<file path="config.mk">
export PLATFORM = sky130hd
export DESIGN_NAME = block_signal_sequencer
export DESIGN_NICKNAME = d
export VERILOG_FILES = /design/src/sv/bss_pkg.sv /design/src/sv/bss_fsm.sv /design/src/sv/block_signal_sequencer.sv
export SDC_FILE = /design/constraint.sdc
export NUM_CORES = 1
export LEC_CHECK = 0
export BUFFER_PORTS_ARGS = -buffer_cell sky130_fd_sc_hd__buf_2
export CAP_MARGIN = 20
export CORE_ASPECT_RATIO = 0.75
export CORE_MARGIN = 4
export CORE_UTILIZATION = 64
export CTS_BUF_LIST = sky130_fd_sc_hd__clkbuf_4
export CTS_CLUSTER_SIZE = 10
export DETAILED_ROUTE_END_ITERATION = 16
export GPL_TIMING_DRIVEN = 0
export PLACE_DENSITY = 0.87
export SETUP_SLACK_MARGIN = 0.15
export SLEW_MARGIN = 20
export SYNTH_ARGS = -nofsm -noshare
export SYNTH_HDL_FRONTEND = slang
export SYNTH_SLANG_ARGS = --single-unit
</file>
<file path="constraint.sdc">
create_clock -name clk -period 4.8 [get_ports clk]
set_input_delay 0.48 -clock clk [delete_from_list [all_inputs] [get_ports clk]]
set_output_delay 0.48 -clock clk [all_outputs]
set_load 0.005 [all_outputs]
</file>
<file path="src/sv/bss_pkg.sv">
// Types, codes and a helper function shared by the block signal sequencer files.
package bss_pkg;

  localparam int unsigned CfgIdxW = 1;
  localparam int unsigned CfgDataW = 8;

  localparam logic [CfgIdxW-1:0] CFG_DISTANCE_THRESHOLD = 1'd0;
  localparam logic [CfgIdxW-1:0] CFG_ROTATOR_DRIVE_POWER = 1'd1;

  localparam logic [7:0] THRESHOLD_RESET = 8'd10;
  localparam logic [7:0] DRIVE_POWER_RESET = 8'd10;

  localparam logic [2:0] COL_BLUE = 3'd2;
  localparam logic [2:0] COL_GREEN = 3'd3;
  localparam logic [2:0] COL_YELLOW = 3'd4;
  localparam logic [2:0] COL_RED = 3'd5;
  localparam logic [2:0] COL_NONE = 3'd0;

  localparam logic ASPECT_STOP = 1'b0;
  localparam logic ASPECT_DEP = 1'b1;

  typedef enum logic [2:0] {
    BLK_INIT,
    BLK_TO_STOP,
    BLK_STOPPED,
    BLK_TO_DEP,
    BLK_DEP
  } blk_mode_t;

  typedef enum logic [2:0] {
    DISP_INIT,
    DISP_WAIT_STOP,
    DISP_STOP,
    DISP_WAIT_DEP,
    DISP_DEP
  } disp_mode_t;

  typedef enum logic [1:0] {
    ROT_INIT,
    ROT_CHECKER_OFF,
    ROT_CHECKER_ON,
    ROT_STOPPED
  } rot_mode_t;

  typedef enum logic [1:0] {
    LED_OFF,
    LED_AMBER,
    LED_RED,
    LED_CLEAR
  } led_t;

  typedef enum logic [1:0] {
    SIG_NONE,
    SIG_STOP,
    SIG_DEP
  } sig_t;

  typedef struct packed {
    logic       switch_pressed;
    logic       checker_pressed;
    logic [7:0] distance;
    logic [2:0] colour;
  } item_t;

  typedef struct packed {
    logic              ready_res;
    logic        [2:0] block_state;
    logic        [2:0] display_state;
    logic        [1:0] panel_state;
    logic signed [7:0] motor_power;
    logic        [1:0] led_colour;
    logic        [1:0] current_signal;
  } res_t;

  typedef struct packed {
    logic       [7:0] distance_threshold;
    logic signed [7:0] rotator_drive_power;
  } cfg_t;

  typedef struct packed {
    logic              started;
    blk_mode_t         blk_mode;
    logic              blk_entry;
    disp_mode_t        disp_mode;
    logic              disp_entry;
    logic              req_aspect;
    logic        [2:0] kept_colour;
    rot_mode_t         rot_mode;
    logic              rot_entry;
    logic              rot_req;
    logic signed [7:0] motor_level;
    led_t              light;
  } st_t;

  function automatic sig_t signal_of(input logic [2:0] colour);
    sig_t s;
    s = SIG_NONE;
    if (colour == COL_RED) begin
      s = SIG_STOP;
    end else if (colour == COL_GREEN) begin
      s = SIG_DEP;
    end
    return s;
  endfunction

endpackage

</file>
<file path="src/sv/bss_fsm.sv">
// The three state machines with their state registers and the result of one item.
module bss_fsm
  import bss_pkg::*;
(
  input  logic  clk,
  input  logic  rst_n,
  input  logic  step,
  input  item_t item,
  input  cfg_t  cfg,
  output res_t  res
);

  st_t  st_r;
  st_t  st_nxt;
  sig_t sig_old;
  logic rotated;

  always_ff @(posedge clk) begin
    if (!rst_n) begin
      st_r.started     <= 1'b0;
      st_r.blk_mode    <= BLK_INIT;
      st_r.blk_entry   <= 1'b1;
      st_r.disp_mode   <= DISP_INIT;
      st_r.disp_entry  <= 1'b1;
      st_r.req_aspect  <= ASPECT_STOP;
      st_r.kept_colour <= COL_NONE;
      st_r.rot_mode    <= ROT_INIT;
      st_r.rot_entry   <= 1'b1;
      st_r.rot_req     <= 1'b0;
      st_r.motor_level <= 8'sd0;
      st_r.light       <= LED_OFF;
    end else if (step) begin
      st_r <= st_nxt;
    end
  end

  always_comb begin
    st_nxt  = st_r;
    sig_old = signal_of(st_r.kept_colour);
    rotated = (st_r.rot_mode == ROT_STOPPED);
    if (!st_r.started) begin
      if (item.distance > cfg.distance_threshold) begin
        st_nxt.started = 1'b1;
      end
    end else begin
      // Block signal machine.
      st_nxt.blk_entry = 1'b0;
      case (st_r.blk_mode)
        BLK_INIT: begin
          st_nxt.blk_mode  = BLK_TO_STOP;
          st_nxt.blk_entry = 1'b1;
        end
        BLK_TO_STOP: begin
          if (st_r.blk_entry) begin
            st_nxt.req_aspect = ASPECT_STOP;
          end
          if (sig_old == SIG_STOP) begin
            st_nxt.blk_mode  = BLK_STOPPED;
            st_nxt.blk_entry = 1'b1;
          end
        end
        BLK_STOPPED: begin
          if (item.switch_pressed) begin
            st_nxt.blk_mode  = BLK_TO_DEP;
            st_nxt.blk_entry = 1'b1;
          end
        end
        BLK_TO_DEP: begin
          if (st_r.blk_entry) begin
            st_nxt.req_aspect = ASPECT_DEP;
          end
          if (sig_old == SIG_DEP) begin
            st_nxt.blk_mode  = BLK_DEP;
            st_nxt.blk_entry = 1'b1;
          end
        end
        BLK_DEP: begin
          if (item.switch_pressed || (item.distance < cfg.distance_threshold)) begin
            st_nxt.blk_mode  = BLK_TO_STOP;
            st_nxt.blk_entry = 1'b1;
          end
        end
        default: begin
        end
      endcase

      // Signal display machine.
      if (item.colour inside {COL_RED, COL_GREEN, COL_BLUE, COL_YELLOW}) begin
        st_nxt.kept_colour = item.colour;
      end
      st_nxt.disp_entry = 1'b0;
      case (st_r.disp_mode)
        DISP_INIT: begin
          if (st_r.disp_entry) begin
            st_nxt.req_aspect = ASPECT_STOP;
          end
          st_nxt.disp_mode  = DISP_WAIT_STOP;
          st_nxt.disp_entry = 1'b1;
        end
        DISP_WAIT_STOP: begin
          if (st_r.disp_entry) begin
            st_nxt.rot_req = 1'b1;
            st_nxt.light   = LED_AMBER;
          end
          if (rotated) begin
            st_nxt.disp_mode  = (st_nxt.kept_colour == COL_RED) ? DISP_STOP : DISP_WAIT_STOP;
            st_nxt.disp_entry = 1'b1;
          end else if (st_nxt.req_aspect == ASPECT_DEP) begin
            st_nxt.disp_mode  = DISP_WAIT_DEP;
            st_nxt.disp_entry = 1'b1;
          end
        end
        DISP_STOP: begin
          if (st_r.disp_entry) begin
            st_nxt.rot_req = 1'b0;
            st_nxt.light   = LED_RED;
          end
          if (st_nxt.req_aspect == ASPECT_DEP) begin
            st_nxt.disp_mode  = DISP_WAIT_DEP;
            st_nxt.disp_entry = 1'b1;
          end
        end
        DISP_WAIT_DEP: begin
          if (st_r.disp_entry) begin
            st_nxt.rot_req = 1'b1;
            st_nxt.light   = LED_AMBER;
          end
          if (rotated) begin
            st_nxt.disp_mode  = (st_nxt.kept_colour == COL_GREEN) ? DISP_DEP : DISP_WAIT_DEP;
            st_nxt.disp_entry = 1'b1;
          end else if (st_nxt.req_aspect == ASPECT_STOP) begin
            st_nxt.disp_mode  = DISP_WAIT_STOP;
            st_nxt.disp_entry = 1'b1;
          end
        end
        DISP_DEP: begin
          if (st_r.disp_entry) begin
            st_nxt.rot_req = 1'b0;
            st_nxt.light   = LED_CLEAR;
          end
          if (st_nxt.req_aspect == ASPECT_STOP) begin
            st_nxt.disp_mode  = DISP_WAIT_STOP;
            st_nxt.disp_entry = 1'b1;
          end
        end
        default: begin
        end
      endcase

      // Panel rotator machine.
      st_nxt.rot_entry = 1'b0;
      case (st_r.rot_mode)
        ROT_INIT: begin
          if (st_r.rot_entry) begin
            st_nxt.rot_req = 1'b0;
          end
          st_nxt.rot_mode  = ROT_CHECKER_OFF;
          st_nxt.rot_entry = 1'b1;
        end
        ROT_CHECKER_OFF: begin
          if (st_r.rot_entry) begin
            st_nxt.rot_req     = 1'b1;
            st_nxt.motor_level = cfg.rotator_drive_power;
          end
          if (item.checker_pressed) begin
            st_nxt.rot_mode  = ROT_CHECKER_ON;
            st_nxt.rot_entry = 1'b1;
          end
        end
        ROT_CHECKER_ON: begin
          if (st_r.rot_entry) begin
            st_nxt.rot_req     = 1'b1;
            st_nxt.motor_level = cfg.rotator_drive_power;
          end
          if (!item.checker_pressed) begin
            st_nxt.rot_mode    = ROT_STOPPED;
            st_nxt.rot_entry   = 1'b1;
            st_nxt.motor_level = 8'sd0;
          end
        end
        ROT_STOPPED: begin
          if (st_r.rot_entry) begin
            st_nxt.rot_req = 1'b0;
          end
          if (st_nxt.rot_req) begin
            st_nxt.rot_mode  = ROT_CHECKER_OFF;
            st_nxt.rot_entry = 1'b1;
          end
        end
        default: begin
        end
      endcase
    end
  end

  always_comb begin
    res.ready_res      = st_nxt.started;
    res.block_state    = st_nxt.blk_mode;
    res.display_state  = st_nxt.disp_mode;
    res.panel_state    = st_nxt.rot_mode;
    res.motor_power    = st_nxt.motor_level;
    res.led_colour     = st_nxt.light;
    res.current_signal = signal_of(st_nxt.kept_colour);
  end

endmodule

</file>
<file path="src/sv/block_signal_sequencer.sv">
// Top level of the block signal sequencer: input stage, configuration and result register.
//
//   channel   ports                          role
//   input     in_valid, in_ready, in_data    one tick of sensor samples per item
//   result    out_valid, out_ready, out_data one result item per input item
//   config    cfg_we, cfg_index, cfg_wdata   register writes, taken on any cycle
//
// An item goes from the input register through the combinational machine update to the
// result register; the pipeline takes one item per cycle while the result is not stalled.
// Reset sets all machines to init, the configuration to its defaults and the valid flags
// low; there is no clearing pass. A stalled result holds the result register, and the input
// register still takes one more item before in_ready falls.
module block_signal_sequencer
  import bss_pkg::*;
(
  input  logic                clk,
  input  logic                rst_n,
  input  logic                in_valid,
  output logic                in_ready,
  input  item_t               in_data,
  output logic                out_valid,
  input  logic                out_ready,
  output res_t                out_data,
  input  logic                cfg_we,
  input  logic [CfgIdxW-1:0]  cfg_index,
  input  logic [CfgDataW-1:0] cfg_wdata
);

  cfg_t  cfg_r;
  logic  s1_valid_r;
  item_t s1_data_r;
  logic  out_valid_r;
  res_t  out_data_r;
  res_t  res;
  logic  s1_move;
  logic  step;

  assign s1_move  = out_ready || !out_valid_r;
  assign step     = s1_valid_r && s1_move;
  assign in_ready = !s1_valid_r || s1_move;

  always_ff @(posedge clk) begin
    if (!rst_n) begin
      cfg_r.distance_threshold  <= THRESHOLD_RESET;
      cfg_r.rotator_drive_power <= DRIVE_POWER_RESET;
    end else if (cfg_we) begin
      case (cfg_index)
        CFG_DISTANCE_THRESHOLD:  cfg_r.distance_threshold  <= cfg_wdata;
        CFG_ROTATOR_DRIVE_POWER: cfg_r.rotator_drive_power <= cfg_wdata;
        default: begin
        end
      endcase
    end
  end

  always_ff @(posedge clk) begin
    if (!rst_n) begin
      s1_valid_r  <= 1'b0;
      out_valid_r <= 1'b0;
    end else begin
      if (in_ready) begin
        s1_valid_r <= in_valid;
      end
      if (s1_move) begin
        out_valid_r <= s1_valid_r;
      end
    end
  end

  always_ff @(posedge clk) begin
    if (in_valid && in_ready) begin
      s1_data_r <= in_data;
    end
    if (step) begin
      out_data_r <= res;
    end
  end

  bss_fsm u_fsm (
    .clk   (clk),
    .rst_n (rst_n),
    .step  (step),
    .item  (s1_data_r),
    .cfg   (cfg_r),
    .res   (res)
  );

  assign out_valid = out_valid_r;
  assign out_data  = out_data_r;

  a_ready_needs_full_stage: assert property (@(posedge clk) disable iff (!rst_n)
    !in_ready |-> (s1_valid_r && out_valid_r && !out_ready))
    else $error("input stalled while the pipeline can move");

  a_ready_res_sticky: assert property (@(posedge clk) disable iff (!rst_n)
    (out_valid_r && out_data_r.ready_res) |=> (!out_valid_r || out_data_r.ready_res))
    else $error("ready_res fell after start-up");

  a_idle_motor_off: assert property (@(posedge clk) disable iff (!rst_n)
    (out_valid_r && (out_data_r.panel_state == ROT_STOPPED ||
                     out_data_r.panel_state == ROT_INIT)) |-> (out_data_r.motor_power == 8'sd0))
    else $error("motor driven while the panel rotator is not rotating");

endmodule
</file>
# After elaboration in Yosys (flattened, before gate mapping)
# Cells that the tools add are included.
# totals
inputBits	27
ff_bits	79
word_cells	112
output_inout_bits	23
# op_classes
muxes	43
n_reduce_logical	16
eq_ne	23
n_bitwise	1
magnitude_cmp	2
# ops
operator	n
$pmux 4 s5	2
$mux 4	8
$eq 3x2->1 const B	9
$mux 26	1
$eq 3x3->1 const B	7
$mux 3	6
$pmux 4 s4	1
$pmux 8 s2	1
$mux 2	7
$mux 1	12
$mux 9	1
$gt 8x8->1	1
$lt 8x8->1	1
$mux 8	1
$eq 2x2->1 const B	3
$eq 3x1->1 const B	2
$logic_not 3->1	2
$pmux 2 s3	1
$reduce_and 2->1	3
$eq 2x1->1 const B	2
$pmux 1 s2	2
$reduce_bool 4->1	1
$reduce_or 2->1	2
$logic_or 1x1->1	3
4 further kinds	6

# Longest topological paths before layout
# Gate-level depths: netlist (run 1).
# logic_depth
word_depth	11
ltp_mapped	7
ltp_nobuf	7

# Cells and area by module
# From an unflattened synthesis (run 1), not the netlist that was laid out.
# unflattened
hier_cells	421
hier_area_um2	4093.9
# modules_own_cells
mod	cells_per_inst	area_per_inst_um2	instances	seq_area_each_um2
bss_fsm	313	2346.0	1	540.5
block_signal_sequencer	108	1747.9	1	1381.3

# Worst setup path after synthesis (run 1)
# Ideal clock, no wire load.
# synth_path
kind	reg2reg
startpoint	reg cfg_r[10] (netlist bit)
endpoint	reg out_data_r, in the netlist out_data[19] (data pin)
setup_slack_ns	2.825
stages_incl_launch_ff	8
n_path_buf	0
t_required_ns	4.538
arrival_time_ns	1.713
period_less_slack_ns	1.975
setup_time_ns	0.262
path_cell_list	dfxtp_1 -> inv_1 -> ha_1 -> a21o_1 -> a221o_1 -> a221oi_4 -> or3b_2 -> nand3_1
# synth_lines
item	line	rtl
from (decl)	block_signal_sequencer.sv:29	cfg_t cfg_r;
to (signal assigned)	block_signal_sequencer.sv:75	out_data_r <= res;
to (decl)	block_signal_sequencer.sv:33	res_t out_data_r;

==> results of run 1 <==
-- critical path, delay by kind of cell (launching register included) --
family | cells | cell delay [ps]
flops | 1 | 350
simple gates | 2 | 300
compound gates | 3 | 960
fa+ha+maj | 1 | 300
buf+inv | 1 | 50
-- flip-flops by register name, summed over array words and instances (netlist names) --
register and cells:
cfg_r 16, out_data 21, out_valid 1, s1_data_r 13
s1_valid_r 1, u_fsm.st_r 27
-- placed cells by master (no fill, tap or decap), drive strengths merged, types with 5 or more instances in the layout --
master / instances
o22ai: 5
a21oi: 20
mux2i: 9
a21boi: 28
inv: 24
dfxtp: 45
nand2: 78
ha: 12
buf: 56
nor2: 20
a31oi: 8
a21o: 5
nor2b: 6
o21ai: 24
edfxtp: 34
nor3: 5
nand3: 12
clkbuf: 28
-- cell families after synthesis --
kind of cell	Yosys count
buffers and inverters	50
xor gates and xnor gates	2
adders and majority gates	13
muxes	12
DFF	79
and+or+nand+nor	138
AOI/OAI and AO/OA	120
-- power by group --
part,internal (W),switching [W]
Sequential,0.000727,0.0000115
Combinational,0.0000496,0.0000778
Clock,0.000159,0.000235
-- final cells by class --
type,count,area (sq um)
repair buffers,48,240
flip-flops and latches,79,1920
plain buffers,27,118
clock buffers,9,67.6
fillers,427,1490
well taps,78,97.6
multi-input cells,285,1760
clock inverters,7,72.6
inverters,23,86.3
-- how the worst max path moves through the flow --
stage                         from       endpoint  slack [ps]  depth (start not counted)
floorplan                cfg_r[10]   out_data[19]        2830                          7
global placement         out_ready    out_data[3]        2250                          5
detailed placement       cfg_r[10]   out_data[19]        2600                          7
CTS                      cfg_r[10]   out_data[19]        2570                          7
global route        u_fsm.st_r[13]  u_fsm.st_r[5]        2430                          7
finish                   cfg_r[10]   out_data[19]        2570                          7
-- per-stage QoR --
| step | hold WS (ps) | instance area, sq um |
|---|---|---|
| finish | 213 | 4370 |
| global route | 174 | 4370 |
| CTS | 189 | 4370 |
| detailed placement | 460 | 4230 |
| global placement | 451 | 4230 |
| floorplan | 440 | 3890 |
-- metal layers --
layer / vias to the layer above / routed length (microns) / GRT usage (%)
met5: - / 0 / 0
met4: 0 / 245 / 10.9
met3: 31 / 587 / 6.22
met2: 147 / 3880 / 38.9
met1: 1511 / 3980 / 32.3
li1: 1587 / - / -
==> flow_metrics.tcl, run 1 <==
set metrics [dict create \
    synth-compound-area-share_pct 21.5 \
    port_buffers 48 \
    worstSetupPathType "reg2reg" \
    wl_mm 8.69 \
    critical_path.slowest_cell "a221oi_4" \
    overflow 0 \
    layout.cells.non_filler 556 \
    cts_setup_buffers 0 \
    area_delta_synth_final_pct 12.3 \
    cp_data_required_time_ps 4980 \
    powerDensity_nw_per_um2 289 \
    slowest_delay_ps 420 \
    die-area_sq_um 7400 \
    ant_nets 0 \
    synth_xor_area_share_pct 0.644 \
    yosysTopAreaCellShare_pct 26.3 \
    synth_area_per_cell_sq_um 9.39 \
    drv_slew 0 \
    yosys.area_share.simple_pct 15.9 \
    die_h_microns 75.5 \
    yosysTopAreaCell "edfxtp_1" \
    status "finished clean" \
    yosysMostFrequentCell "nand2_1" \
    nets 512 \
    first_global_vias 2915 \
    worst_clock_skew_ps 16.2 \
    ys_warn_count 0 \
    tightest_slew_ps 891 \
    clock_latency_ps 440 \
    cp_cell_sequence "inv_1, ha_1, a21o_1, a221o_1, a221oi_4, or3b_2, nand3_1" \
    grt_first_pass_wirelength_mm 14.0 \
    finalSetupTns_ps 0 \
    syn_area_sq_um 3890 \
    fin_util_pct 74.6 \
    cp-end-kind "flop" \
    hold_end "s1_data_r[0]" \
    syn_inst 414 \
    netlist-cell-type-count 53 \
    rsz0062_at_grt "false" \
    wl_per_cell_microns 15.6 \
    synthMuxAreaShare_pct 3.19 \
    cts_tree "yes" \
    synth_top_family_by_area "compound AO/OA/AOI/OAI gates" \
    hp-start "in_data[0]" \
    synth_fa_ha_area_share_pct 4.12 \
    ios 50 \
    core_sq_um 5860 \
    ff2ff_path_depth 7 \
    cts_buffer_depth 2 \
    grt_use_total_pct 24.5 \
    drt_pass1_iterations 5 \
    max-cap-violations 0 \
    dp_hpwl_mm 6.33 \
    maxSlewHeadroom_pct 40.2 \
    h-tree-depth 3 \
    timing.rr.end "out_data[19]" \
    hp-class "in2reg" \
    clk_pin_slew_ps 120 \
    start_util_pct 66.4 \
    ys_seq_area_share_pct 49.4 \
    placementRows 24 \
    cts_sinks 79 \
    min_period_ps 2230 \
    syn_nets 453 \
    drt-vias-per-instance 5.89 \
    critPathMaxFanout 5 \
    finalCritPeriodShare_pct 46.4 \
    peakVddDrop_v 0.000228 \
    cts_hold_buf 0 \
    dp_slack_ps 2600 \
    cts_resized 0 \
    synth_common_cells "nand2_1 (78), dfxtp_1 (45), edfxtp_1 (34)" \
    vias 3276 \
    remaining_drc_errors 0 \
    crit_path_start_kind "flop" \
    crit_arrival_ps 2400 \
    whs_path_depth 1 \
    async_reset_ff_share_pct 0 \
    place_inst 540 \
    rrSetupSlack_ps 2570 \
    max_freq_mhz 449 \
    drt-initial-drc-count 319 \
    drive_gt1_share_pct 17.8 \
    p_total_w 0.00126 \
    r2r-start "cfg_r[10]" \
    p_leak_nw 1.76 \
    routabilityCongestion 0.928 \
    cts_root_buf "clkbuf_4" \
    die_w_microns 98.0 \
    ys_ff_latch 79 \
    synthFlopType "dfxtp_1" \
    finalWorstSetupSlack_ps 2570 \
    antenna_cells 0 \
    synth_edf_count 34 \
    hold_viol 0 \
    antenna_found_initial 0 \
    synthTopCellsByArea "edfxtp_1 (26%), dfxtp_1 (23%), nand2_1 (7.5%)" \
    cts_buffers 9 \
    grt_max_degree 31 \
    finalSetupViolations 0 \
]
(Power assumes the default switching activity.)
==> run 2: changes to the inputs <==
- CORE_UTILIZATION: 64 -> 54
- PLACE_DENSITY: 0.87 -> 0.78
- clock period: 4.8 -> 1.8 ns (I/O delays scaled with it)
==> flow_metrics.tcl, run 2 (same netlist as run 1, synthesis figures left out) <==
set metrics [dict create \
    cts_buffer_depth 2 \
    hold_viol 0 \
    vias 3427 \
    dp_hpwl_mm 6.21 \
    drt_pass1_iterations 5 \
    crit_cells 7 \
    maxSlewHeadroom_pct 61.1 \
    cts_buffers 9 \
    status "complete, but fails checks" \
    powerDensity_nw_per_um2 741 \
    grt_first_pass_wirelength_mm 15.5 \
    ant_nets 0 \
    met2_usage_pct 38.9 \
    cts_sinks 79 \
    port_buffers 48 \
    cts_root_buf "clkbuf_4" \
    h-tree-depth 3 \
    finalCritPeriodShare_pct 115 \
    die-area_sq_um 8630 \
    placementRows 26 \
    fin_util_pct 71.2 \
    routabilityCongestion 0.897 \
    ios 50 \
    drt-initial-drc-count 226 \
    die_w_microns 106 \
    grt_use_total_pct 22.9 \
    p_total_w 0.00364 \
    wl_mm 9.66 \
    clock_latency_ps 430 \
    first_global_vias 3237 \
    clk_pin_slew_ps 140 \
    mostFrequentLayoutCell "nand2_1" \
    rsz0062_at_grt "true" \
    hp-class "in2reg" \
    finalWorstSetupSlack_ps -271 \
    grtUsageMet1_pct 29.8 \
    cp-end-kind "flop" \
    slowest_delay_ps 440 \
    p_leak_nw 1.94 \
    finalSetupViolations 8 \
    crit_path_start_kind "flop" \
    remaining_drc_errors 0 \
    path_buf_inv 1 \
    min_period_ps 2070 \
    wl_per_cell_microns 15.9 \
    worstSetupPathType "reg2reg" \
    tightest_slew_ps 584 \
    antenna_found_initial 0 \
    core_sq_um 6900 \
    critical_path.slowest_cell "edfxtp_1" \
    grt.busiest_layer "met2" \
    largest_register "u_fsm.st_r" \
    antenna_cells 0 \
    layout_common_cells "nand2_1 (78), buf_2 (54), dfxtp_1 (41)" \
    grtUsageMet3_pct 4.40 \
    start_util_pct 56.4 \
    worst_clock_skew_ps 20.3 \
    cp_cell_sequence "ha_4, a21o_1, a221o_1, a221oi_4, buf_4, a21oi_2, a32oi_1" \
    grt_max_degree 31 \
    overflow 0 \
    drt-vias-per-instance 5.66 \
    max_freq_mhz 483 \
    area_delta_synth_final_pct 26.2 \
    nets 542 \
    critPathMaxFanout 4 \
    drive_gt1_share_pct 25.2 \
    whs_path_depth 3 \
    violations "negative setup slack" \
    cp_data_required_time_ps 2150 \
    peakVddDrop_v 0.000583 \
    ff2ff_path_depth 7 \
    cts_tree "yes" \
    drv_slew 0 \
    crit_arrival_ps 2420 \
    max-cap-violations 0 \
    path_delay_family "compound AO/OA/AOI/OAI gates" \
    die_h_microns 81.5 \
    largest_reg_flops 27 \
]
## run 2: cell types whose count changed in the layout (fill, tap and decap cells not counted), moves of 3 or more
cell	delta
clkbuf_2	+3
dfxtp_2	+3
a21oi_2	+3
o21ai_1	+3
dfxtp_1	-4
o21ai_0	-3
clkbuf_1	-5
dlygate4sd3_1	+20
ha_1	-4
buf_4	+8
ha_4	+3
a21boi_1	+3
a21oi_1	-3
a21boi_0	-3
## run 2: timing repair
action / CTS / global route
hold buffers: 20 / 0
gates resized for setup: 22 / 35
setup buffers: 6 / 4
setup endpoints to repair: 57 / 41
pin swaps: 13 / 14
endpoints found under the hold margin: 22 / 0
## run 2: worst register-to-register path, cell delays in order, from the launching register on
cell	delay (ps)
edfxtp_1	440
ha_4	240
a21o_1	150
a221o_1	380
a221oi_4	380
buf_4	190
a21oi_2	50
a32oi_1	190
## run 2: path summary, 6_finish.rpt
kind	slack, ps	start	end
max reg2reg	-270	s1_data_r[5]	u_fsm.st_r[22]
min reg2reg	470	u_fsm.st_r[8]	u_fsm.st_r[8]
min	40	cfg_wdata[0]	cfg_r[8]
max	-270	s1_data_r[5]	u_fsm.st_r[22]
## run 2: per-layer routing
layer,vias to the layer above,part of all wire (%)
li1,1648,-
met1,1611,43
met2,146,48
met3,22,7.1
met4,0,1.9
met5,-,0
## run 2: power by group
part | switching, W | internal (W)
registers | 0.0000355 | 0.00194
clock network | 0.000656 | 0.000580
logic | 0.000236 | 0.000190
## run 2: final cells by class
| class | instances | area (sq um) |
|---|---|---|
| Buffer | 27 | 133 |
| Clock buffer | 9 | 67.6 |
| Clock inverter | 7 | 103 |
| Fill cell | 511 | 1990 |
| Inverter | 23 | 86.3 |
| Multi-Input combinational cell | 285 | 1950 |
| Sequential cell | 79 | 1930 |
| Tap cell | 98 | 123 |
| Timing Repair Buffer | 78 | 519 |
## run 2: stage by stage
step                      std cells  hold WS, ps  setup TNS (ps)  worst slack [ps]  instance area [sq um]
final                           606         35.2           -1440              -271                   4910
after global routing            606         26.2           -2230              -375                   4910
after CTS                       602         4.20           -1680              -277                   4770
after detailed placement        560          358           -1470              -303                   4260
after global placement          560          356           -1170              -279                   4260
after floorplan                 414          279            -262              -139                   3900
